--- config.mk ---
export PLATFORM = sky130hd
export DESIGN_NAME = sdf_isqrt
export DESIGN_NICKNAME = d
export VERILOG_FILES = /design/src/hw/rtl/sdf_pkg.sv /design/src/hw/rtl/sdf_isqrt.sv
export SDC_FILE = /design/constraint.sdc
export NUM_CORES = 2
export LEC_CHECK = 0
export ABC_CLOCK_PERIOD_IN_PS = 7300
export BUFFER_PORTS_ARGS = -buffer_cell sky130_fd_sc_hd__buf_2
export CAP_MARGIN = 20
export CORE_ASPECT_RATIO = 1.5
export CORE_MARGIN = 1.5
export CORE_UTILIZATION = 40
export CTS_CLUSTER_DIAMETER = 30
export DETAILED_ROUTE_END_ITERATION = 8
export GPL_TIMING_DRIVEN = 0
export PLACE_DENSITY = 0.6
export SLEW_MARGIN = 20
export SYNTH_ARGS = -nofsm -noshare
export SYNTH_HDL_FRONTEND = slang
export SYNTH_SLANG_ARGS = --single-unit
--- constraint.sdc ---
create_clock -name i_clk -period 7.3 [get_ports i_clk]
set_clock_uncertainty 0.05 [all_clocks]
set_input_delay 1.095 -clock i_clk [delete_from_list [all_inputs] [get_ports i_clk]]
set_output_delay 1.095 -clock i_clk [all_outputs]
set_load 0.05 [all_outputs]
--- src/hw/rtl/sdf_pkg.sv ---
// Shared widths, types, constants and arithmetic helpers of the scene distance core.
package sdf_pkg;

    // Default position of the binary point in the coordinate and distance fields.
    localparam int FracBitsDef = 16;

    // Field and datapath widths.
    localparam int InW = 20;           // coordinate and distance fields
    localparam int CW  = 26;           // primitive-local coordinates
    localparam int AW  = CW + 2;       // sum of three absolute values
    localparam int SW  = 2 * CW;       // sum of squares fed to a root
    localparam int RW  = SW / 2;       // root result
    localparam int DW  = 32;           // signed distances
    localparam int PW  = 56;           // products with a constant

    // Root pipeline shape: one result bit per step, two steps per stage.
    localparam int RootSteps    = SW / 2;
    localparam int RootPerStage = 2;
    localparam int RootStages   = RootSteps / RootPerStage;

    // Scene constants in units of 1e-9.
    localparam longint NRing  = 64'sd300000000;
    localparam longint NRingS = 64'sd259807621;
    localparam longint NRingH = 64'sd150000000;
    localparam longint NSphR  = 64'sd100000000;
    localparam longint NCubH  = 64'sd75000000;
    localparam longint NConeA = 64'sd894427191;
    localparam longint NConeB = 64'sd447213595;
    localparam longint NConeO = 64'sd89442719;
    localparam longint NCylR  = 64'sd100000000;
    localparam longint NCylH  = 64'sd100000000;
    localparam longint NTorR  = 64'sd80000000;
    localparam longint NTorT  = 64'sd40000000;
    localparam longint NOctS  = 64'sd150000000;
    localparam longint NOctK  = 64'sd577350270;
    localparam longint NCapH  = 64'sd75000000;
    localparam longint NCapR  = 64'sd75000000;

    // Saturation limits of the distance field.
    localparam logic signed [DW-1:0] OutMax = DW'((64'sd1 <<< (InW - 1)) - 64'sd1);
    localparam logic signed [DW-1:0] OutMin = DW'(-(64'sd1 <<< (InW - 1)));

    // Sums of squares handed from the front end to the six first-pass roots.
    typedef struct packed {
        logic [SW-1:0] sph_s;
        logic [SW-1:0] cub_s;
        logic [SW-1:0] cone_s;
        logic [SW-1:0] cyl_s;
        logic [SW-1:0] tor_s;
        logic [SW-1:0] cap_s;
    } t_roots_in;

    // Terms that wait beside the roots until the roots are done.
    typedef struct packed {
        logic signed [DW-1:0] cub_in;
        logic signed [DW-1:0] cone_zb;
        logic signed [DW-1:0] cone_nz;
        logic signed [DW-1:0] cyl_zt;
        logic [SW-1:0]        tor_z2;
        logic signed [DW-1:0] octa;
    } t_side;

    // Partial remainder and partial root of the bit-serial square root.
    typedef struct packed {
        logic [SW-1:0] rem;
        logic [SW:0]   res;
    } t_root;

    // Round-half-up fixed-point value of a constant given in units of 1e-9.
    function automatic logic signed [DW-1:0] fix_c(input longint n, input int frac);
        longint v;
        v = ((n <<< frac) + 64'sd500000000) / 64'sd1000000000;
        return DW'(v);
    endfunction

    // Product with a constant, rounded back to the value scale.
    function automatic logic signed [DW-1:0] round_shift(input logic signed [PW-1:0] p,
                                                         input int frac);
        logic signed [PW-1:0] t;
        t = (p + (PW'(64'sd1) <<< (frac - 1))) >>> frac;
        return DW'(t);
    endfunction

    function automatic logic signed [DW-1:0] ext_u(input logic [RW-1:0] v);
        return $signed(DW'(v));
    endfunction

    function automatic logic signed [DW-1:0] abs_d(input logic signed [DW-1:0] v);
        return (v < 0) ? -v : v;
    endfunction

    function automatic logic signed [DW-1:0] max_d(input logic signed [DW-1:0] a,
                                                   input logic signed [DW-1:0] b);
        return (a > b) ? a : b;
    endfunction

    function automatic logic signed [DW-1:0] min_d(input logic signed [DW-1:0] a,
                                                   input logic signed [DW-1:0] b);
        return (a < b) ? a : b;
    endfunction

    function automatic logic [SW-1:0] sq(input logic signed [CW-1:0] v);
        logic signed [SW-1:0] p;
        p = v * v;
        return p;
    endfunction

    // One step of the restoring square root; step k tries bit 2^(SW-2-2k).
    function automatic t_root root_step(input t_root a, input int k);
        t_root       r;
        logic [SW:0] bitv;
        logic [SW:0] trial;
        bitv  = {{SW{1'b0}}, 1'b1} << (SW - 2 - 2 * k);
        trial = a.res + bitv;
        if ({1'b0, a.rem} >= trial) begin
            r.rem = a.rem - trial[SW-1:0];
            r.res = (a.res >> 1) + bitv;
        end else begin
            r.rem = a.rem;
            r.res = a.res >> 1;
        end
        return r;
    endfunction

endpackage

--- src/hw/rtl/sdf_isqrt.sv ---
// Pipelined integer square root, two result bits per register stage.
module sdf_isqrt (
    input  logic                   i_clk,
    input  logic [sdf_pkg::SW-1:0] i_sum,
    output logic [sdf_pkg::RW-1:0] o_root
);
    import sdf_pkg::*;

    t_root r_stage  [RootStages];
    t_root n_stage  [RootStages];
    t_root stage_in [RootStages];

    for (genvar s = 0; s < RootStages; s++) begin : g_stage
        // The first stage starts from the raw sum, later ones from the previous stage.
        if (s == 0) begin : g_first
            assign stage_in[s] = '{rem: i_sum, res: '0};
        end else begin : g_link
            assign stage_in[s] = r_stage[s-1];
        end

        // Two dependent compare-and-subtract steps per stage.
        always_comb begin
            t_root t;
            t = stage_in[s];
            for (int j = 0; j < RootPerStage; j++) begin
                t = root_step(t, s * RootPerStage + j);
            end
            n_stage[s] = t;
        end

        always_ff @(posedge i_clk) begin
            r_stage[s] <= n_stage[s];
        end
    end

    assign o_root = r_stage[RootStages-1].res[RW-1:0];

endmodule

-- Word level (Yosys, flattened, before mapping)
Memory sizes are Yosys's and may differ from the RTL's.
Index checks and enable logic that the tools add are counted.
- bits in registers: 0
- RAM bits: 1365
- memories kept: 1
- mux-type cells: 26
- add/sub/neg operators: 76
- $lt $le $gt $ge: 26
- memory list (name ; words ; width ; read ports ; clocked after memory_dff ; write ports ; line ; text):
    r_stage ; 13 ; 105 ; 13 ; 0 ; 13 ; sdf_isqrt.sv:9 ; t_root r_stage [RootStages];
- operator list (operator ; number):
    105-bit two-way mux ; 26
    52-bit by 53-bit >= comparator with 1-bit output ; 25
    52-bit subtractor ; 25
    52-bit by 1-bit adder with 53-bit output, second input constant ; 1
    52-bit by 11-bit adder with 53-bit output, second input constant ; 1
    52-bit by 13-bit adder with 53-bit output, second input constant ; 1
    52-bit by 15-bit adder with 53-bit output, second input constant ; 1
    52-bit by 17-bit adder with 53-bit output, second input constant ; 1
    52-bit by 19-bit adder with 53-bit output, second input constant ; 1
    52-bit by 21-bit adder with 53-bit output, second input constant ; 1
    52-bit by 23-bit adder with 53-bit output, second input constant ; 1
    52-bit by 25-bit adder with 53-bit output, second input constant ; 1
    52-bit by 27-bit adder with 53-bit output, second input constant ; 1
    52-bit by 29-bit adder with 53-bit output, second input constant ; 1
    52-bit by 3-bit adder with 53-bit output, second input constant ; 1
    52-bit by 31-bit adder with 53-bit output, second input constant ; 1
    52-bit by 33-bit adder with 53-bit output, second input constant ; 1
    52-bit by 35-bit adder with 53-bit output, second input constant ; 1
    52-bit by 37-bit adder with 53-bit output, second input constant ; 1
    52-bit by 39-bit adder with 53-bit output, second input constant ; 1
    52-bit by 41-bit adder with 53-bit output, second input constant ; 1
    52-bit by 43-bit adder with 53-bit output, second input constant ; 1
    52-bit by 45-bit adder with 53-bit output, second input constant ; 1
    52-bit by 47-bit adder with 53-bit output, second input constant ; 1
    other kinds (31) ; 31

-- Logic depth before layout (Yosys ltp)
An unclocked memory read counts as a cell.
- depth after elaboration: 7
- depth in mapped cells: 34
- depth with buffers taken out: 28

-- Worst setup path before layout
OpenSTA, ideal clock, no wires.
- kind: flip-flop to flip-flop
- from: mem r_stage[2][236] (netlist bit)
- to: mem r_stage[2][401] (netlist bit)
- period minus slack after synthesis: 5.960 ns
- required time: 7.128 ns
- setup slack: 1.340 ns
- stages on the path, launching flop included: 34
- data arrival time: 5.788 ns
- path through: dfxtp_1 > inv_1 > ha_1 > clkbuf_1 > a21oi_1 > o22ai_1 > a211o_1 > nand3b_2 > or2_1 > buf_6 > inv_4 > buf_6 > buf_6 > clkbuf_1 > buf_1 > nand2_1 > nand2_1 > ha_1 > a21o_1 > a21o_1 > a21oi_1 > o21ai_0 > a21o_1 > a21oi_1 > o21ai_0 > o31ai_1 > nor4b_1 > and2_1 > buf_6 > inv_2 > buf_6 > and3_4 > and3_1 > xnor2_1
- RTL lines (element ; line):
    from (decl) ; sdf_isqrt.sv:9

==> results.ini <==
[floorplanning]
die_area_um2 = 118000
ios = 79
fp.dieH_um = 420
die_w_um = 281
core_um2 = 115000
start_util = 0.405
rows = 152

[clock_network]
cts_tree = built
hold_buffers = 0
clkLatencyLatePin_ps = 780
cts_root_buf = clkbuf_16
cts-buffers-inserted = 132
clk_path_buf_depth = 3
clk_pin_slew_ps = 50
htree_levels = 4
cts_sinks = 806

[worst_hold_path]
hp-class = flip-flop to flip-flop
min_to = r_stage[2][229]
min_from = r_stage[2][126]
hold_depth = 0

[routing]
dr.pass1.iters = 6
antenna_left = 0
drc = 0
viasPerCell = 5.53
routedWlPerCell_um = 20.6
wl_mm = 151
first_iter_violations = 1832
num_vias = 40400

[synthesis]
synth_area_leaders = dfxtp_1 (35%), ha_1 (10%), xnor2_1 (5.9%)
synthesis.nets = 5886
synth_warnings = 0
synth_common_cells = dfxtp_1 (806), nor2_1 (447), a21oi_1 (403)
synth.avg_cell_area_um2 = 8.51
synth_edf_count = 0
ys_ff_latch = 806
synth.most_common_cell = dfxtp_1
ys.flop_type = dfxtp_1
ys_types = 111
synth_top_area_cell = dfxtp_1
ys_seq_area_frac = 0.348
synthArstFlopShare = 0
netlist_instances = 5449
yosysTopAreaCellShare = 0.348
synth_area_um2 = 46400

[grt]
globalRouteOverflowTotal = 0
grt_pass1_vias = 42000
grt_pass1_wl_mm = 228
grt_max_degree = 20
grt_usage = 0.254
antenna_found_initial = 0

[worst_setup_path]
required_ps = 7870
crit_type = flip-flop to flip-flop
r2r-start = r_stage[2][335]
path_max_fanout = 10
start_kind = flip-flop
r2r_slack_ps = 220
slowest_delay_ps = 560
cpMaxStageDelayCell = nor4_2
worstPathArrival_ps = 7650
timing.rr.end = r_stage[3][0]
r2r_cells = 26
end_kind = flip-flop

[timing]
rsz0062_at_grt = false
relSlewSlack = 0.152
period_minus_slack_ps = 7080
final-setup-viol-count = 0
finalHoldViolCount = 0
worst_slew_pin_slew_ps = 1260
final-max-slew-violation-count = 0
fmax_ghz = 0.141
finalCritPeriodShare = 0.970

[finish]
fin_util = 0.472
fill_cells = 11200
regMostFlops = r_stage
final_layout_size_suffix_gt1_frac = 0.102
diodes = 0
reg.largest.list = r_stage: 806 flops
largest_reg_flops = 806
final_area_um2 = 54100
nNetsFinal = 6100
syn_to_final_growth_pct = 16.6

[run_status]
status = finished clean

[placement]
place.detailed.hpwl_mm = 125
gp_congestion = 0.996
place_area_um2 = 48800
io_buffers = 78

[pwr]
cellPowerDensity_nw_per_um2 = 431
vdd_ir_drop_max_v = 0.000271
p_leak_nw = 24.2

[flow_run]
drv_cap = 0

[cells by family (layout without fill, tap and decap cells)]
family                   after synthesis  in the layout  synth area share
AO/OA/AOI/OAI                       1344           1344             0.188
XOR/XNOR                             497            497            0.0941
adder cells (fa/ha/maj)              385            385             0.104
buffers and inverters                494            814            0.0417
flip-flops                           806            806             0.348
multiplexers                          86             86            0.0203
AND/OR/NAND/NOR                     1837           1837             0.204
[power breakdown]
part / internal (W) / total, W / switching, W
Clock: 0.00416 / 0.00652 / 0.00236
Sequential: 0.00547 / 0.00638 / 0.000908
Combinational: 0.00416 / 0.0104 / 0.00624
Total: 0.0138 / 0.0233 / 0.00951
[final cells by class]
type                    count  area, um2  share of cell area
repair buffers            100        551              0.0102
inverters                 351       1330              0.0245
multi-input cells        4149      28700               0.531
well taps                1540       1930              0.0356
plain buffers             123        608              0.0112
flip-flops and latches    806      16100               0.298
clock inverters            82       1230              0.0227
clock buffers             158       3580              0.0663
[cells in the final DEF, fill, tap and decap left out, types with 50 or more instances in the layout]
cell type and count:
buf_2 96, xor2_1 180, nor3_1 135, nand2_1 393
or3_1 59, nor2b_1 50, inv_1 342, mux2_2 62
o21ai_0 249, clkbuf_1 80, ha_1 380, nand2b_1 57
xnor2_1 315, dfxtp_1 806, clkbuf_16 135, and3_1 50
o31ai_1 55, nor2_1 444, nand4_1 120, o21a_1 73
nand3_1 122, nor4_1 135, a21oi_1 402, a21o_1 185
[critical path: cells and delay by family (launching register included)]
family,cells,cell delay (ps)
buffers and inverters,3,680
AO/OA/AOI/OAI,14,3020
AND/OR/NAND/NOR,7,2100
flip-flops,1,380
adder cells (fa/ha/maj),2,700
[worst max-delay path by stage]
stage | from | end | cells after the start
2_1_floorplan | r_stage[2][236] | r_stage[2][401] | 33
3_3_place_gp | r_stage[2][33] | r_stage[2][205] | 23
6_report | r_stage[2][335] | r_stage[3][0] | 26
3_5_place_dp | r_stage[2][33] | r_stage[2][205] | 23
5_1_grt | r_stage[2][118] | r_stage[2][299] | 25
4_1_cts | r_stage[1][341] | r_stage[2][85] | 23
[per-stage QoR]
step	worst slack, ps	power [W]	hold slack [ps]	cells	setup TNS, ps
after floorplan	1340	0.0139	273	5449	0
after global placement	-1930	0.0165	283	7067	-229490
after detailed placement	-1960	0.0165	281	7069	-185700
after CTS	8.16	0.0232	289	7314	0
after global routing	8.03	0.0248	297	7309	0
final	221	0.0233	292	7309	0
[layer usage]
metal	GRT usage	vias up	routed length, um
met2	0.520	1010	84800
met5	0	-	0
met1	0.197	18800	47200
met4	0.238	0	14900
li1	-	20000	-
met3	0.0342	551	3990
[repair_timing]
action	4_1_cts	5_1_grt
buffers inserted	11	9
pin swaps	10	8
gates resized for setup	77	44
setup endpoints to repair	194	204
Note: power is estimated with default switching activity, not from simulation.
